--- src/hdl/veb_ci_pkg.sv ---
// Shared types, constants and helpers for the van Emde Boas child index block.
`timescale 1ns / 1ps

package veb_ci_pkg;

  localparam int MAX_HEIGHT = 32;
  localparam int HGT_W      = 6;
  localparam int IDX_W      = 32;
  localparam int SHF_W      = 5;   // holds a block height of up to 16
  localparam int BLK_W      = 16;  // bottom-tree size and quotient width

  // Start request for the block divider.
  typedef struct packed {
    logic             start;
    logic [IDX_W-1:0] dividend;
    logic [BLK_W-1:0] divisor;
    logic [SHF_W-1:0] steps;
  } div_req_t;

  // Completion status from the block divider.
  typedef struct packed {
    logic             done;
    logic [BLK_W-1:0] quotient;
  } div_rsp_t;

  // Largest power of two not above x, zero for zero.
  function automatic logic [HGT_W-1:0] hyper_floor(input logic [HGT_W-1:0] x);
    logic [HGT_W-1:0] p;
    p = '0;
    if (x[5])      p = 6'd32;
    else if (x[4]) p = 6'd16;
    else if (x[3]) p = 6'd8;
    else if (x[2]) p = 6'd4;
    else if (x[1]) p = 6'd2;
    else if (x[0]) p = 6'd1;
    return p;
  endfunction

endpackage

--- src/hdl/veb_ci_div.sv ---
// Restoring divider that finds which bottom block a position falls in, one bit per cycle.
`timescale 1ns / 1ps

module veb_ci_div
  import veb_ci_pkg::*;
(
  input  logic     clk,
  input  logic     rst_n,
  input  div_req_t req,
  output div_rsp_t rsp
);

  logic             busy_r,  busy_nxt;
  logic             done_r,  done_nxt;
  logic [SHF_W-1:0] cnt_r,   cnt_nxt;
  logic [BLK_W-1:0] rem_r,   rem_nxt;
  logic [IDX_W-1:0] dsh_r,   dsh_nxt;
  logic [BLK_W-1:0] quo_r,   quo_nxt;
  logic [BLK_W-1:0] dvs_r,   dvs_nxt;

  logic [BLK_W:0]   trial;
  logic [BLK_W:0]   diff;
  logic [IDX_W-1:0] init_rem;
  logic [HGT_W-1:0] init_shift;

  // Quotient fits in steps bits, so the dividend's upper part starts as the remainder
  assign init_rem   = req.dividend >> req.steps;
  assign init_shift = HGT_W'(IDX_W) - HGT_W'(req.steps);
  assign trial      = {rem_r, dsh_r[IDX_W-1]};
  assign diff       = trial - {1'b0, dvs_r};

  always_comb begin
    busy_nxt = busy_r;
    done_nxt = 1'b0;
    cnt_nxt  = cnt_r;
    rem_nxt  = rem_r;
    dsh_nxt  = dsh_r;
    quo_nxt  = quo_r;
    dvs_nxt  = dvs_r;
    if (req.start) begin
      // load operands
      busy_nxt = 1'b1;
      cnt_nxt  = req.steps;
      rem_nxt  = init_rem[BLK_W-1:0];
      dsh_nxt  = req.dividend << init_shift;
      quo_nxt  = '0;
      dvs_nxt  = req.divisor;
    end else if (busy_r) begin
      // one subtract-compare step
      if (trial >= {1'b0, dvs_r}) begin
        rem_nxt = diff[BLK_W-1:0];
        quo_nxt = {quo_r[BLK_W-2:0], 1'b1};
      end else begin
        rem_nxt = trial[BLK_W-1:0];
        quo_nxt = {quo_r[BLK_W-2:0], 1'b0};
      end
      dsh_nxt = dsh_r << 1;
      cnt_nxt = cnt_r - SHF_W'(1);
      if (cnt_r == SHF_W'(1)) begin
        busy_nxt = 1'b0;
        done_nxt = 1'b1;
      end
    end
  end

  always_ff @(posedge clk) begin
    if (!rst_n) begin
      busy_r <= 1'b0;
      done_r <= 1'b0;
      cnt_r  <= '0;
    end else begin
      busy_r <= busy_nxt;
      done_r <= done_nxt;
      cnt_r  <= cnt_nxt;
    end
    rem_r <= rem_nxt;
    dsh_r <= dsh_nxt;
    quo_r <= quo_nxt;
    dvs_r <= dvs_nxt;
  end

  assign rsp.done     = done_r;
  assign rsp.quotient = quo_r;

endmodule

--- src/hdl/veb_child_index_top.sv ---
// Top level: child position lookup in a van Emde Boas ordered complete binary tree.
// Sequence: an out-of-range word goes straight to S_FIN; otherwise each top-tree descent is a
//   pass through S_ROUND and each bottom-tree descent runs S_ROUND, S_DIV and S_UPD, with t,
//   that round's top height, as the bit-serial divider's step count.
// Throughput: one word at a time; a finished result waits in the output register while the
//   next word is taken. Synchronous active-low reset clears control, sets tree_height to 1.
`timescale 1ns / 1ps

module veb_child_index_top
  import veb_ci_pkg::*;
(
  input  logic             clk,
  input  logic             rst_n,
  input  logic             cfg_we,
  input  logic [HGT_W-1:0] cfg_wdata,
  input  logic             in_valid,
  output logic             in_ready,
  input  logic [IDX_W-1:0] in_node_index,
  output logic             out_valid,
  input  logic             out_ready,
  output logic             out_children_present,
  output logic [IDX_W-1:0] out_left_child,
  output logic [IDX_W-1:0] out_right_child,
  output logic             out_out_of_range
);

  typedef enum logic [4:0] {
    S_IDLE  = 5'b00001,
    S_ROUND = 5'b00010,
    S_DIV   = 5'b00100,
    S_UPD   = 5'b01000,
    S_FIN   = 5'b10000
  } state_t;

  state_t           state_r,   state_nxt;
  logic [HGT_W-1:0] height_r,  height_nxt;
  logic [HGT_W-1:0] h_r,       h_nxt;
  logic [IDX_W-1:0] node_r,    node_nxt;
  logic [IDX_W-1:0] start_r,   start_nxt;
  logic [IDX_W-1:0] src_r,     src_nxt;
  logic [SHF_W-1:0] sb_r,      sb_nxt;
  logic [SHF_W-1:0] b_r,       b_nxt;
  logic             pres_r,    pres_nxt;
  logic             oor_r,     oor_nxt;
  logic             ov_r,      ov_nxt;
  logic             ocp_r,     ocp_nxt;
  logic [IDX_W-1:0] olc_r,     olc_nxt;
  logic [IDX_W-1:0] orc_r,     orc_nxt;
  logic             oor_out_r, oor_out_nxt;

  logic [HGT_W-1:0] h_sat;
  logic [IDX_W:0]   tree_size;
  logic [HGT_W-1:0] b_c;
  logic [HGT_W-1:0] t_c;
  logic [IDX_W-1:0] ntop_c;
  logic [IDX_W-1:0] nbot_c;
  logic [IDX_W:0]   top_end;
  logic [IDX_W-1:0] start_top;
  logic [IDX_W-1:0] blk_w;
  logic [IDX_W-1:0] stride_c;
  logic [IDX_W-1:0] blk_bot;
  logic [IDX_W-1:0] blk_src;
  logic             out_free;
  div_req_t         dreq;
  div_rsp_t         drsp;

  veb_ci_div u_div (
    .clk   (clk),
    .rst_n (rst_n),
    .req   (dreq),
    .rsp   (drsp)
  );

  // Saturate height and size the tree
  assign h_sat     = (height_r > HGT_W'(MAX_HEIGHT)) ? HGT_W'(MAX_HEIGHT) : height_r;
  assign tree_size = ((IDX_W+1)'(1) << h_sat) - (IDX_W+1)'(1);

  // Split the current subtree into top and bottom parts
  assign b_c       = hyper_floor(h_r - HGT_W'(1));
  assign t_c       = h_r - b_c;
  assign ntop_c    = (IDX_W'(1) << t_c) - IDX_W'(1);
  assign nbot_c    = (IDX_W'(1) << b_c) - IDX_W'(1);
  assign top_end   = {1'b0, start_r} + {1'b0, ntop_c};
  assign start_top = start_r + ntop_c;

  // Block offsets: multiply by 2^k - 1 as shift and subtract
  assign blk_w    = {{(IDX_W-BLK_W){1'b0}}, drsp.quotient};
  assign blk_bot  = (blk_w << b_r) - blk_w;
  assign stride_c = (IDX_W'(1) << sb_r) - IDX_W'(1);
  assign blk_src  = ((blk_w << sb_r) - blk_w) << b_r;

  assign out_free = !ov_r || out_ready;
  assign in_ready = (state_r == S_IDLE);

  always_comb begin
    state_nxt   = state_r;
    height_nxt  = height_r;
    h_nxt       = h_r;
    node_nxt    = node_r;
    start_nxt   = start_r;
    src_nxt     = src_r;
    sb_nxt      = sb_r;
    b_nxt       = b_r;
    pres_nxt    = pres_r;
    oor_nxt     = oor_r;
    ov_nxt      = ov_r;
    ocp_nxt     = ocp_r;
    olc_nxt     = olc_r;
    orc_nxt     = orc_r;
    oor_out_nxt = oor_out_r;
    dreq.start    = 1'b0;
    dreq.dividend = node_r - start_top;
    dreq.divisor  = nbot_c[BLK_W-1:0];
    dreq.steps    = t_c[SHF_W-1:0];

    if (cfg_we) begin
      height_nxt = cfg_wdata;
    end
    if (ov_r && out_ready) begin
      ov_nxt = 1'b0;
    end

    case (state_r)
      S_IDLE: begin
        // take a word, flag it at once when outside the tree
        if (in_valid) begin
          node_nxt  = in_node_index;
          h_nxt     = h_sat;
          start_nxt = '0;
          src_nxt   = '0;
          sb_nxt    = '0;
          pres_nxt  = 1'b0;
          oor_nxt   = (h_sat == '0) || ({1'b0, in_node_index} >= tree_size);
          state_nxt = oor_nxt ? S_FIN : S_ROUND;
        end
      end
      S_ROUND: begin
        // descend into the top tree, or start the bottom block search
        if (h_r <= HGT_W'(1)) begin
          state_nxt = S_FIN;
        end else if ({1'b0, node_r} < top_end) begin
          h_nxt    = t_c;
          pres_nxt = 1'b1;
          src_nxt  = start_top;
          sb_nxt   = b_c[SHF_W-1:0];
        end else begin
          start_nxt  = start_top;
          b_nxt      = b_c[SHF_W-1:0];
          dreq.start = 1'b1;
          state_nxt  = S_DIV;
        end
      end
      S_DIV: begin
        if (drsp.done) begin
          state_nxt = S_UPD;
        end
      end
      S_UPD: begin
        // advance to the chosen bottom block
        start_nxt = start_r + blk_bot;
        src_nxt   = src_r + blk_src;
        h_nxt     = HGT_W'(b_r);
        state_nxt = S_ROUND;
      end
      S_FIN: begin
        // hold until the output register is free
        if (out_free) begin
          ov_nxt      = 1'b1;
          ocp_nxt     = pres_r && !oor_r;
          olc_nxt     = (pres_r && !oor_r) ? src_r : '0;
          orc_nxt     = (pres_r && !oor_r) ? (src_r + stride_c) : '0;
          oor_out_nxt = oor_r;
          state_nxt   = S_IDLE;
        end
      end
      default: begin
        state_nxt = S_IDLE;
      end
    endcase
  end

  always_ff @(posedge clk) begin
    if (!rst_n) begin
      state_r  <= S_IDLE;
      height_r <= HGT_W'(1);
      ov_r     <= 1'b0;
    end else begin
      state_r  <= state_nxt;
      height_r <= height_nxt;
      ov_r     <= ov_nxt;
    end
    h_r       <= h_nxt;
    node_r    <= node_nxt;
    start_r   <= start_nxt;
    src_r     <= src_nxt;
    sb_r      <= sb_nxt;
    b_r       <= b_nxt;
    pres_r    <= pres_nxt;
    oor_r     <= oor_nxt;
    ocp_r     <= ocp_nxt;
    olc_r     <= olc_nxt;
    orc_r     <= orc_nxt;
    oor_out_r <= oor_out_nxt;
  end

  assign out_valid            = ov_r;
  assign out_children_present = ocp_r;
  assign out_left_child       = olc_r;
  assign out_right_child      = orc_r;
  assign out_out_of_range     = oor_out_r;

  // An out-of-range word never reports children
  a_oor_no_child: assert property (@(posedge clk) disable iff (!rst_n)
    ov_r && oor_out_r |-> !ocp_r && olc_r == '0 && orc_r == '0)
    else $error("out-of-range result carries children");

  // A leaf result gives zero positions
  a_leaf_zero: assert property (@(posedge clk) disable iff (!rst_n)
    ov_r && !ocp_r |-> olc_r == '0 && orc_r == '0)
    else $error("leaf result has nonzero child positions");

  // The divider finishes only while the sequencer waits for it
  a_div_done: assert property (@(posedge clk) disable iff (!rst_n)
    drsp.done |-> state_r == S_DIV)
    else $error("divider done outside the divide state");

  // A division starts only from a subtree taller than one level
  a_div_start: assert property (@(posedge clk) disable iff (!rst_n)
    state_r == S_ROUND && state_nxt == S_DIV |-> h_r > HGT_W'(1))
    else $error("division started on a single-level subtree");

endmodule

--- config.mk ---
export PLATFORM = sky130hd
export DESIGN_NAME = veb_child_index_top
export DESIGN_NICKNAME = d
export VERILOG_FILES = /design/src/hdl/veb_ci_pkg.sv /design/src/hdl/veb_ci_div.sv /design/src/hdl/veb_child_index_top.sv
export SDC_FILE = /design/constraint.sdc
export NUM_CORES = 2
export LEC_CHECK = 0
export BUFFER_PORTS_ARGS = -buffer_cell sky130_fd_sc_hd__buf_2
export CORE_ASPECT_RATIO = 1.2
export CORE_UTILIZATION = 40
export DETAILED_ROUTE_END_ITERATION = 6
export HOLD_SLACK_MARGIN = 0.02
export PLACE_DENSITY = 0.59
export SYNTH_ARGS = -nofsm -noshare
export SYNTH_HDL_FRONTEND = slang
export SYNTH_SLANG_ARGS = --single-unit
--- constraint.sdc ---
create_clock -name clk -period 14.7 [get_ports clk]
set_input_delay 0.735 -clock clk [delete_from_list [all_inputs] [get_ports clk]]
set_output_delay 0.735 -clock clk [all_outputs]
set_load 0.02 [all_outputs]
==> results by group <==
Route
  – Post-route ant nets: 0
  – TritonRoute pass-1 iters: 6
  – DR vias/cell: 6.08
  – Iter 0 DRT Violations: 2847
  – Per-cell routed wire length: 23.2 um
  – Post-Route WL: 115000 um
  – DRC: 0
  – Via count: 30200

Clock network
  – H-Tree Depth: 2
  – Clk_lat worst skew: 580 ps
  – TritonCTS Sinks: 279
  – Setup Buffers After CTS: 0
  – TritonCTS buffer count: 35
  – CTS tree: built
  – Clock root buffer: clkbuf_16
  – CTS Hold Buffers Added: 0
  – Clock transition at path regs: 60 ps
  – Clock Path Buffers: 3
  – Post-CTS resize count: 0

Floorplanning
  – Initial Utilization: 0.403
  – Die Wd: 260 um
  – I/O pin count: 111
  – Row count: 113
  – DIE HEIGHT: 311 um
  – Core area: 79000 sq um
  – Die Area: 80800 sq um

Cells and area
  – Layout cell share with drive strength beyond 1: 0.0978
  – Most frequent cells in the layout: nor2_1 (363), nand2_1 (343), inv_1 (321)
  – Finished Cell Area: 34600 sq um
  – Commonest non-fill, non-tap cell in the layout: nor2_1
  – Layout Nets: 4255
  – Utilization after layout: 0.437
  – P&R area growth vs syn: 8.50%

Outcome
  – Status: complete, but fails checks
  – Violated checks: max-capacitance violations, max-slew violations

Critical path
  – Critical Path Max Stage Delay: 640 ps
  – Max FO, Critical Path: 68
  – CP max stage cell: inv_2
  – Crit path required time: 15000 ps
  – Worst setup SP type: register
  – Worst R2R Path Depth: 40
  – Crit end category: register
  – Kind of critical path: register to register
  – Worst r2r src: h_r[2]
  – R2R Setup Slk: 2010 ps
  – RR Endpoint: u_div.rem_r[1]
  – Worst Path Arrival: 12990 ps

Logic synthesis
  – Synth top area share: 0.230
  – Synth cell types: 100
  – Syn avg cell area: 8.12 sq um
  – Post-synthesis sequential area ratio: 0.252
  – Yosys reg bits: 279
  – Syn Std Cell Area: 31900 sq um
  – Synth Instances: 3923
  – Synthesis warning total: 0
  – Largest cells by area after synthesis: edfxtp_1 (23%), ha_1 (11%), nor2_1 (4.3%)
  – Syn nets: 4270
  – Post-synth EDFFs: 244
  – Area leader, netlist: edfxtp_1
  – Synth Flop Type: edfxtp_1
  – Fraction of registers with async set/reset: 0

STA
  – Skew final: 31.4 ps
  – Final Hold Viols: 0
  – Tightest Pin Transition: 1510 ps
  – RSZ-0062 raised after global routing: no
  – Final period util: 0.863
  – Endpoints failing setup: 0
  – Slew margin rel.: -0.0349
  – Slew Viols, Final: 3
  – Final setup margin: 2010 ps
  – Setup TNS: 0 ps
  – Min Clock Period, post-route: 12690 ps
  – FMAX: 78.8 MHz

Place
  – Area post-placement: 33400 sq um
  – Post-Place Setup Slack: 2340 ps
  – HPWL after DPL: 90800 um
  – Number of buffers inserted by port buffering: 110
  – Gpl congestion: 1.04

Global route
  – Number of global-route vias before repair: 28600
  – Met2 Use GR: 0.474
  – Aggregate global-route resource usage: 0.279
  – Grt ovf: 0
  – Global routing usage on met3: 0.0327
  – Largest net degree at the start of global routing: 77
  – GR peak layer: met2
  – Initial antenna violation count: 2
  – Met1 Resource Use GR: 0.334
  – First-pass GRT wire length: 173000 um

Worst hold path
  – Worst Hold Class: input port to register
  – Hold path depth: 1
  – Hold endpoint: node_r[1]
  – Hold_sp: in_node_index[1]

Job
  – Max Cap Viol: 1
per-stage QoR:
step	cells	hold slack, ps
after detailed placement	4906	491
after global routing	4970	367
after global placement	4906	476
after floorplan	3923	417
after CTS	4970	359
final	4971	372
synth_stat cells (all sizes together), types with 13 or more instances:
master / number
a211o: 14
a211oi: 51
a21boi: 14
a21o: 108
a21oi: 268
a22o: 21
a22oi: 20
a31oi: 42
and2: 38
and3: 37
buf: 43
clkbuf: 178
dfxtp: 35
edfxtp: 244
fa: 23
ha: 281
inv: 324
mux2: 33
mux2i: 109
mux4: 41
nand2: 343
nand2b: 54
nand3: 97
nand4: 32
nor2: 363
nor2b: 50
nor3: 102
nor4: 14
o2111ai: 18
o211a: 13
o211ai: 44
o21a: 44
o21ai: 251
o21bai: 25
o221ai: 15
o22ai: 58
o311ai: 14
o31a: 13
o31ai: 31
or2: 34
or3: 28
xnor2: 115
xor2: 75
layout make-up:
type,instances,area (sq um)
fill,7977,44500
multi-input combinational,3094,21800
sequential,279,8030
tap,1035,1290
inverter,329,1230
timing repair buffer,169,993
clock buffer,45,953
clock inverter,19,241
antenna,1,2.50
routing by layer:
metal | wire (um) | up-vias
met5 | 0 | -
met4 | 7990 | 0
met3 | 6790 | 289
met2 | 55500 | 1250
met1 | 45200 | 14300
li1 | - | 14400
sequential cells by signal, summed over array words and instances (netlist names):
signal,flops
b_r,5
h_r,6
height_r,6
node_r,32
oor_r,1
out_children_present,1
out_left_child,32
out_out_of_range,1
out_right_child,32
out_valid,1
pres_r,1
sb_r,5
src_r,32
start_r,32
state_r,5
u_div.busy_r,1
u_div.cnt_r,5
u_div.done_r,1
u_div.dsh_r,32
u_div.dvs_r,16
u_div.quo_r,16
u_div.rem_r,16
cell families (layout without fill, tap and decap cells):
kind of cell / after synthesis / after routing / share of synthesized area
xor+xnor: 191 / 191 / 0.0529
compound gates: 1177 / 1177 / 0.244
buf+inv: 550 / 562 / 0.0663
flops: 279 / 279 / 0.252
fa+ha+maj: 304 / 304 / 0.125
simple gates: 1239 / 1239 / 0.185
mux: 183 / 183 / 0.0749
other cells: 0 / 1 / 0
how the worst max path moves through the flow:
stage / startpoint / endpoint / slack [ps] / cells after the start
3_5_place_dp: h_r[2] / u_div.rem_r[1] / 2340 / 40
5_1_grt: h_r[2] / u_div.rem_r[1] / 1240 / 40
3_3_place_gp: h_r[2] / u_div.rem_r[1] / 2530 / 40
6_report: h_r[2] / u_div.rem_r[1] / 2010 / 40
4_1_cts: h_r[2] / u_div.rem_r[1] / 2260 / 40
2_1_floorplan: h_r[2] / start_r[0] / 3110 / 45
critical path, delay by kind of cell (launching register included):
kind,cells,cell delay [ps]
fa+ha+maj,4,1340
buf+inv,3,1760
compound gates,18,4390
flops,1,530
mux,1,210
simple gates,13,3640
xor+xnor,1,490
Power is left out: the tool's default activity adds up to more than one toggle a clock period on the data nets, which glitch-free logic cannot reach.
